`config.mk`:
```
export PLATFORM = sky130hd
export DESIGN_NAME = bounded_event_queue_drop_oldest_market
export DESIGN_NICKNAME = d
export VERILOG_FILES = /design/src/rtl/bevq_pkg.sv /design/src/rtl/bevq_cell.sv /design/src/rtl/bevq_scan.sv /design/src/rtl/bounded_event_queue_drop_oldest_market.sv
export SDC_FILE = /design/constraint.sdc
export NUM_CORES = 2
export LEC_CHECK = 0
export BUFFER_PORTS_ARGS = -buffer_cell sky130_fd_sc_hd__buf_2
export CAP_MARGIN = 25
export CORE_MARGIN = 2
export CORE_UTILIZATION = 57
export CTS_BUF_LIST = sky130_fd_sc_hd__clkbuf_16
export CTS_CLUSTER_SIZE = 16
export DETAILED_ROUTE_END_ITERATION = 6
export PLACE_DENSITY = 0.87
export SLEW_MARGIN = 0
export SYNTH_ARGS = -nofsm -noshare
export SYNTH_HDL_FRONTEND = slang
export SYNTH_SLANG_ARGS = --single-unit
export TNS_END_PERCENT = 50
```
`constraint.sdc`:
```
create_clock -name clock -period 4.61 [get_ports clock]
set_input_delay 0.6915 -clock clock [delete_from_list [all_inputs] [get_ports clock]]
set_output_delay 0.6915 -clock clock [all_outputs]
set_load 0.01 [all_outputs]
```
`src/rtl/bevq_pkg.sv`:
```
// Package for the bounded event queue: beat structs, command and register codes,
// cell operation codes and default sizes. No dependencies.
package bevq_pkg;

   localparam int BEVQ_DEPTH     = 64;
   localparam int BEVQ_DATA_BITS = 32;

   localparam logic [1:0] KIND_ENQUEUE = 2'd0;
   localparam logic [1:0] KIND_DEQUEUE = 2'd1;
   localparam logic [1:0] KIND_FLUSH   = 2'd2;

   localparam logic CSR_CAPACITY  = 1'b0;
   localparam logic CSR_ACCEPTING = 1'b1;

   typedef enum logic [1:0] {
      CELL_HOLD,
      CELL_SHIFT,
      CELL_LOAD
   } cell_op_type;

   typedef struct packed {
      logic [1:0]  kind;
      logic [1:0]  event_class;
      logic [31:0] event_data;
   } req_type;

   typedef struct packed {
      logic        accepted;
      logic        dropped;
      logic        dropped_class;
      logic        head_valid;
      logic [1:0]  head_class;
      logic [31:0] head_data;
      logic [6:0]  fill_level;
      logic [31:0] drop_total;
   } rsp_type;

   typedef struct packed {
      logic load;
      logic advance;
   } scan_ctrl_type;

endpackage

```
`src/rtl/bevq_cell.sv`:
```
// One queue entry: holds, takes its neighbour's entry or loads a new event.
// Depends on bevq_pkg.
module bevq_cell #(
   parameter int DATA_BITS = bevq_pkg::BEVQ_DATA_BITS
) (
   input  logic                   clock,
   input  bevq_pkg::cell_op_type  op,
   input  logic [1:0]             next_class,
   input  logic [DATA_BITS-1:0]   next_data,
   input  logic [1:0]             new_class,
   input  logic [DATA_BITS-1:0]   new_data,
   output logic [1:0]             cell_class,
   output logic [DATA_BITS-1:0]   cell_data
);
   import bevq_pkg::*;

   logic [1:0]           class_ff, class_in;
   logic [DATA_BITS-1:0] data_ff, data_in;

   always_comb begin
      unique case (op)
         CELL_SHIFT: begin
            class_in = next_class;
            data_in  = next_data;
         end
         CELL_LOAD: begin
            class_in = new_class;
            data_in  = new_data;
         end
         default: begin
            class_in = class_ff;
            data_in  = data_ff;
         end
      endcase
   end

   always_ff @(posedge clock) begin
      class_ff <= class_in;
      data_ff  <= data_in;
   end

   assign cell_class = class_ff;
   assign cell_data  = data_ff;

endmodule

```
`src/rtl/bevq_scan.sv`:
```
// Prefix search for the oldest tick or bar: one doubling step a cycle while advance is held.
// Depends on bevq_pkg.
module bevq_scan #(
   parameter int DEPTH = bevq_pkg::BEVQ_DEPTH
) (
   input  logic                     clock,
   input  logic                     reset,
   input  bevq_pkg::scan_ctrl_type  ctrl,
   input  logic [DEPTH-1:0]         market,
   input  logic [DEPTH-1:0]         market_class,
   output logic [DEPTH-1:0]         upto,
   output logic                     found,
   output logic                     found_class,
   output logic                     done
);
   import bevq_pkg::*;

   localparam int SW     = DEPTH + 1;
   localparam int STEPS  = $clog2(SW);
   localparam int STEP_W = $clog2(STEPS);

   logic [SW-1:0]     seen_ff, seen_in, cls_ff, cls_in, seen_sh, cls_sh;
   logic [STEP_W-1:0] step_ff, step_in;
   logic              done_ff, done_in;

   always_comb begin
      seen_sh = seen_ff << (SW'(1) << step_ff);
      cls_sh  = cls_ff << (SW'(1) << step_ff);
      seen_in = seen_ff;
      cls_in  = cls_ff;
      step_in = step_ff;
      done_in = done_ff;
      if (ctrl.load) begin
         seen_in = {market, 1'b0};
         cls_in  = {market_class, 1'b0};
         step_in = '0;
         done_in = 1'b0;
      end else if (ctrl.advance && !done_ff) begin
         seen_in = seen_ff | seen_sh;
         for (int i = 0; i < SW; i++) begin
            cls_in[i] = seen_sh[i] ? cls_sh[i] : cls_ff[i];
         end
         step_in = step_ff + STEP_W'(1);
         done_in = (step_ff == STEP_W'(STEPS - 1));
      end
   end

   always_ff @(posedge clock) begin
      seen_ff <= seen_in;
      cls_ff  <= cls_in;
      if (reset) begin
         step_ff <= '0;
         done_ff <= 1'b0;
      end else begin
         step_ff <= step_in;
         done_ff <= done_in;
      end
   end

   assign upto        = seen_ff[SW-1:1];
   assign found       = seen_ff[SW-1];
   assign found_class = cls_ff[SW-1];
   assign done        = done_ff;

endmodule

```
`src/rtl/bounded_event_queue_drop_oldest_market.sv`:
```
// Bounded event queue with drop-oldest of ticks and bars, built as a row of entry cells.
// An accepted item goes to EXEC, or first through SCAN when an enqueue meets a full queue
// while accepting, where the doubling prefix search over the cells runs; EXEC registers the result.
// A new item is taken only when idle; busy is high while an item is in flight.
// Reset: synchronous, returns to idle and clears strobe, count, drop counter, capacity and accepting; cells keep data.
// The receiver cannot stall: each result beat is shown for exactly one cycle.
module bounded_event_queue_drop_oldest_market #(
   parameter int DEPTH     = bevq_pkg::BEVQ_DEPTH,
   parameter int DATA_BITS = bevq_pkg::BEVQ_DATA_BITS
) (
   input  logic              clock,
   input  logic              reset,
   input  logic              start,
   output logic              busy,
   input  bevq_pkg::req_type req_data,
   output logic              rsp_strobe,
   output bevq_pkg::rsp_type rsp_data,
   input  logic              csr_we,
   input  logic              csr_index,
   input  logic [6:0]        csr_wdata
);
   import bevq_pkg::*;

   localparam int CNT_W = $clog2(DEPTH + 1);
   localparam int CMP_W = (CNT_W > 7) ? CNT_W : 7;

   localparam logic [1:0] ST_IDLE = 2'd0;
   localparam logic [1:0] ST_SCAN = 2'd1;
   localparam logic [1:0] ST_EXEC = 2'd2;

   logic [1:0]       state_ff, state_in;
   req_type          req_ff, req_in;
   logic [CNT_W-1:0] count_ff, count_in;
   logic [31:0]      drops_ff, drops_in;
   logic [6:0]       capacity_ff;
   logic             accepting_ff;
   rsp_type          rsp_ff, rsp_in;
   logic             strobe_ff, strobe_in;

   logic [1:0]           cell_class [DEPTH];
   logic [DATA_BITS-1:0] cell_data [DEPTH];
   cell_op_type          cell_op [DEPTH];
   logic [DEPTH-1:0]     market, market_class, upto;
   logic                 found, found_class, scan_done;
   scan_ctrl_type        scan_ctrl;

   logic [63:0]          new_wide, head_wide;
   logic [DATA_BITS-1:0] new_data;
   logic [CMP_W-1:0]     cap_x, depth_x, eff_cap, count_x;
   logic                 full, enq_ok, do_drop, do_store, do_deq, exec, accept;
   logic [CNT_W-1:0]     count_after;

   assign accept   = start && (state_ff == ST_IDLE);
   assign exec     = (state_ff == ST_EXEC);
   assign new_wide = 64'(req_ff.event_data);
   assign new_data = new_wide[DATA_BITS-1:0];

   assign cap_x   = CMP_W'(capacity_ff);
   assign depth_x = CMP_W'(DEPTH);
   assign eff_cap = ((capacity_ff == 7'd0) || (cap_x > depth_x)) ? depth_x : cap_x;
   assign count_x = CMP_W'(count_ff);
   assign full    = (count_x >= eff_cap);

   assign enq_ok      = (req_ff.kind == KIND_ENQUEUE) && accepting_ff;
   assign do_drop     = enq_ok && full && found;
   assign count_after = do_drop ? (count_ff - CNT_W'(1)) : count_ff;
   assign do_store    = enq_ok && (!full || found) && (CMP_W'(count_after) < depth_x);
   assign do_deq      = (req_ff.kind == KIND_DEQUEUE) && (count_ff != '0);

   genvar gi;
   generate
      for (gi = 0; gi < DEPTH; gi++) begin : g_cell
         logic [1:0]           nxt_class;
         logic [DATA_BITS-1:0] nxt_data;

         if (gi == DEPTH - 1) begin : g_last
            assign nxt_class = cell_class[gi];
            assign nxt_data  = cell_data[gi];
         end else begin : g_mid
            assign nxt_class = cell_class[gi+1];
            assign nxt_data  = cell_data[gi+1];
         end

         assign market[gi]       = (CNT_W'(gi) < count_ff) && !cell_class[gi][1];
         assign market_class[gi] = cell_class[gi][0];

         always_comb begin
            cell_op[gi] = CELL_HOLD;
            if (exec) begin
               if (do_deq) begin
                  cell_op[gi] = CELL_SHIFT;
               end else if (do_store && (CNT_W'(gi) == count_after)) begin
                  cell_op[gi] = CELL_LOAD;
               end else if (do_drop && upto[gi]) begin
                  cell_op[gi] = CELL_SHIFT;
               end
            end
         end

         bevq_cell #(
            .DATA_BITS (DATA_BITS)
         ) u_cell (
            .clock      (clock),
            .op         (cell_op[gi]),
            .next_class (nxt_class),
            .next_data  (nxt_data),
            .new_class  (req_ff.event_class),
            .new_data   (new_data),
            .cell_class (cell_class[gi]),
            .cell_data  (cell_data[gi])
         );
      end
   endgenerate

   assign scan_ctrl.load    = accept;
   assign scan_ctrl.advance = (state_ff == ST_SCAN);

   bevq_scan #(
      .DEPTH (DEPTH)
   ) u_scan (
      .clock        (clock),
      .reset        (reset),
      .ctrl         (scan_ctrl),
      .market       (market),
      .market_class (market_class),
      .upto         (upto),
      .found        (found),
      .found_class  (found_class),
      .done         (scan_done)
   );

   assign head_wide = 64'(cell_data[0]);

   always_comb begin
      state_in  = state_ff;
      req_in    = req_ff;
      count_in  = count_ff;
      drops_in  = drops_ff;
      rsp_in    = rsp_ff;
      strobe_in = 1'b0;
      unique case (state_ff)
         ST_IDLE: begin
            if (start) begin
               req_in   = req_data;
               state_in = ((req_data.kind == KIND_ENQUEUE) && accepting_ff && full) ?
                          ST_SCAN : ST_EXEC;
            end
         end
         ST_SCAN: begin
            if (scan_done) begin
               state_in = ST_EXEC;
            end
         end
         ST_EXEC: begin
            state_in = ST_IDLE;
            if (req_ff.kind == KIND_FLUSH) begin
               count_in = '0;
            end else if (do_deq) begin
               count_in = count_ff - CNT_W'(1);
            end else if (do_store) begin
               count_in = count_after + CNT_W'(1);
            end else begin
               count_in = count_after;
            end
            if (do_drop && (drops_ff != 32'hFFFF_FFFF)) begin
               drops_in = drops_ff + 32'd1;
            end
            rsp_in.accepted      = do_store;
            rsp_in.dropped       = do_drop;
            rsp_in.dropped_class = do_drop && found_class;
            rsp_in.head_valid    = do_deq;
            rsp_in.head_class    = do_deq ? cell_class[0] : 2'd0;
            rsp_in.head_data     = do_deq ? head_wide[31:0] : 32'd0;
            rsp_in.fill_level    = 7'(count_in);
            rsp_in.drop_total    = drops_in;
            strobe_in            = 1'b1;
         end
         default: begin
            state_in = ST_IDLE;
         end
      endcase
   end

   always_ff @(posedge clock) begin
      req_ff <= req_in;
      rsp_ff <= rsp_in;
      if (reset) begin
         state_ff     <= ST_IDLE;
         count_ff     <= '0;
         drops_ff     <= '0;
         strobe_ff    <= 1'b0;
         capacity_ff  <= '0;
         accepting_ff <= 1'b0;
      end else begin
         state_ff  <= state_in;
         count_ff  <= count_in;
         drops_ff  <= drops_in;
         strobe_ff <= strobe_in;
         if (csr_we && (csr_index == CSR_CAPACITY)) begin
            capacity_ff <= csr_wdata;
         end
         if (csr_we && (csr_index == CSR_ACCEPTING)) begin
            accepting_ff <= csr_wdata[0];
         end
      end
   end

   assign busy       = (state_ff != ST_IDLE);
   assign rsp_strobe = strobe_ff;
   assign rsp_data   = rsp_ff;

endmodule

```
==> impl_metrics.toml <==
[run_status]
status = "complete, no violations"

[critical_path]
reg2reg_setup_slack_ps = 30
r2r_end = "g_cell[27].u_cell.cell_data[12]"
critical_path_class = "flop to flop"
crit_top_cell = "buf_4"
crit_chain = "nor4_2 > a21oi_1 > ha_1 > and3_4 > o211ai_1 > o21a_1 > buf_4 > or4_1 > a21o_1 > a21oi_4 > buf_12 > buf_4 > nand2_1 > a31oi_2 > ha_4 > clkbuf_16 > mux2_2"
arrival_ps = 5220
cp_num_buf_inv = 4
critPathTopFamily = "compound AO/OA/AOI/OAI gates"
endpoint_kind = "flop"
critical_path.max_fanout = 17
r2r_cells = 17
critical_path.slowest_cell = "or4_1"
critPathLaunchType = "flop"
r2r_start = "cap_x[0]"
critPathMaxStageDelay_ps = 520
critical_path_required_ps = 5250

[finish]
fin_area_um2 = 131000
drive_above_1_share = 0.429
final_cell_mix = "edfxtp_1, mux2_2, buf_4"
n_fill_cell = 12790
fin_nets = 7643
synthToLayoutAreaGrowth_pct = 13.8
regArea_um2 = 73700
stdcell_count = 10377
multi_input_area_um2 = 38600
layout_commonest_cell = "edfxtp_1"

[synth]
syn_nets = 7420
syn_inst = 7289
synth_edf_count = 2417
yosys_warnings = 0
async_flop_share = 0
synth-seq-cells = 2473
avgSynthCellArea_um2 = 15.8
synth_cell_types = 88
synth_area_um2 = 115000
synth_flop_cell = "edfxtp_1"
synth-seq-area-share = 0.640

[power_and_ir_drop]
p_leak_nw = 44.8
p_per_area_nw_per_um2 = 350
irDropWorstVdd_mv = 0.399

[grt]
grt_pass1_wl_um = 474000
track_usage = 0.316
grt_pass1_vias = 67467
grt_overflow = 0
grt_max_degree = 70
antenna_found_initial = 22

[routing]
drtAntennaViolNets = 0
drc = 0
drt_pass1_iterations = 6
wire_per_inst_um = 32.1
drt-initial-drc-count = 8680
viasPerCell = 6.52
routed_wl_um = 333000
route.vias.total = 67667

[timing]
final_max_slew_viol_count = 0
max_freq_mhz = 218
setup_viol = 0
slew_headroom = 0.192
layout_worst_path_cycle_share = 0.993
fin_crit_ps = 4580
hold_viol = 0
clock_skew_ps = 69.8
worstMarginPinSlew_ps = 1210

[place]
hpwl_um = 212000
place_inst = 9874
gp_congestion = 1.02
dpl_cell_area_um2 = 122000
io_buffer_count = 126

[min_path]
min_path_cells = 2
hp-class = "input pin to flop"
whs_endpoint = "drops_ff[1]"
min_from = "reset"

[floorplan]
rows = 164
die_h_um = 453
io_pins = 127
dieArea_um2 = 206000
start_util = 0.575
chipWidth_um = 453
coreArea_um2 = 200000

[clock_network]
htree_levels = 4
insertion_delay_ps = 930
cts_root_buffer = "clkbuf_16"
numClockSinks = 2473
clk_transition_reported_paths_ps = 60
clockBufferDepth = 3
cts_tree = "yes"
cts_buffers = 236

[flow_run]
max_cap_violations = 0
-- cell families after synthesis --
logic type                 count (synthesis)  share of synthesized area
and+or+nand+nor                          725                     0.0292
xor gates and xnor gates                  66                    0.00502
DFF                                     2473                      0.640
adders and majority gates                 83                    0.00902
muxes                                   2539                      0.254
buffers and inverters                    781                     0.0280
AOI/OAI and AO/OA                        622                     0.0346
-- final cells by class --
type / instances / area share
timing repair buffer: 674 / 0.0538
clock buffer: 237 / 0.0453
clock inverter: 204 / 0.0154
inverter: 92 / 0.00268
sequential: 2473 / 0.563
multi-input combinational: 4035 / 0.295
antenna: 6 / 0.000115
tap: 2656 / 0.0254
-- routing by layer --
layer	up-vias	share of wire	track usage
met5	-	0.00034	0
li1	28426	-	-
met2	3945	0.47	0.489
met3	711	0.10	0.0734
met4	16	0.040	0.129
met1	34569	0.39	0.434
-- how the worst max path moves through the flow --
| stage | startpoint | end | slack [ps] | depth (start not counted) |
|---|---|---|---|---|
| final | cap_x[0] | g_cell[27].u_cell.cell_data[12] | 30 | 17 |
| after global routing | cap_x[0] | g_cell[27].u_cell.cell_data[30] | -20 | 17 |
| after CTS | cap_x[0] | g_cell[20].u_cell.cell_data[5] | 1 | 18 |
| after detailed placement | count_ff[1] | g_cell[42].u_cell.cell_data[24] | -20 | 14 |
| after global placement | cap_x[0] | g_cell[35].u_cell.cell_data[30] | -100 | 18 |
| after floorplan | cap_x[0] | g_cell[15].u_cell.cell_data[11] | -30 | 21 |
-- flip-flops by register name (all words and copies together) (netlist names), 2 cells and up --
| name | count |
|---|---|
| cap_x | 7 |
| count_ff | 7 |
| drops_ff | 32 |
| g_cell.u_cell.cell_class | 128 |
| g_cell.u_cell.cell_data | 2048 |
| new_data | 32 |
| req_ff | 4 |
| rsp_data | 77 |
| state_ff | 2 |
| u_scan.cls_ff | 65 |
| u_scan.seen_ff | 65 |
| u_scan.step_ff | 3 |
-- stage by stage --
stage | TNS [ps] | setup slack (ps) | hold slack [ps] | total power, mW | utilization
final | 0 | 31.8 | 49.0 | 45.8 | 0.654
after global routing | -154 | -15.5 | 45.0 | 46.8 | 0.654
after detailed placement | -24.2 | -20.8 | 508 | 26.3 | 0.609
after floorplan | -536 | -26.8 | 424 | 25.6 | -
after global placement | -4120 | -96.4 | 498 | 26.3 | 0.609
after CTS | 0 | 1.07 | 12.7 | 45.9 | 0.651
-- repair_timing --
item / CTS / global route
pin swaps: 0 / 4
endpoints found under the setup margin: 108 / 1294
setup buffers: 0 / 1
hold buffers: 41 / 0
resized for setup: 3 / 72
cloned: 0 / 13
endpoints found under the hold margin: 41 / 0
-- report_power, final --
part,leakage [nW],total (mW),switching (mW),internal [mW]
sequential,22.4,24.6,0.134,24.5
clock,4.03,19.9,8.66,11.2
combinational,18.4,1.36,0.992,0.364
total,44.8,45.8,9.79,36.0
-- cells in the mapped netlist (15+ instances only) --
cell type	instances	share of area
a21o_1	38	0.0025
buf_2	41	0.0018
mux2i_1	309	0.027
buf_4	16	0.0010
nand2_1	251	0.0082
a31oi_1	60	0.0033
o22ai_1	34	0.0018
and2_1	50	0.0027
ha_1	83	0.0090
clkbuf_1	572	0.019
nor3_1	50	0.0022
a22oi_1	32	0.0021
mux2_2	2140	0.21
xor2_1	26	0.0020
nand3_1	28	0.0012
mux4_2	83	0.016
o211ai_1	23	0.0015
buf_1	41	0.0013
and3_1	25	0.0014
o21ai_0	167	0.0073
dfxtp_1	56	0.0097
a221o_1	18	0.0016
inv_1	87	0.0028
xnor2_1	40	0.0030
nand2b_1	20	0.0011
nor2_1	212	0.0069
a211oi_1	30	0.0020
or2_2	16	0.00087
edfxtp_1	2417	0.63
nand4_1	15	0.00082
a21oi_1	133	0.0058
(Power assumes the default switching activity.)
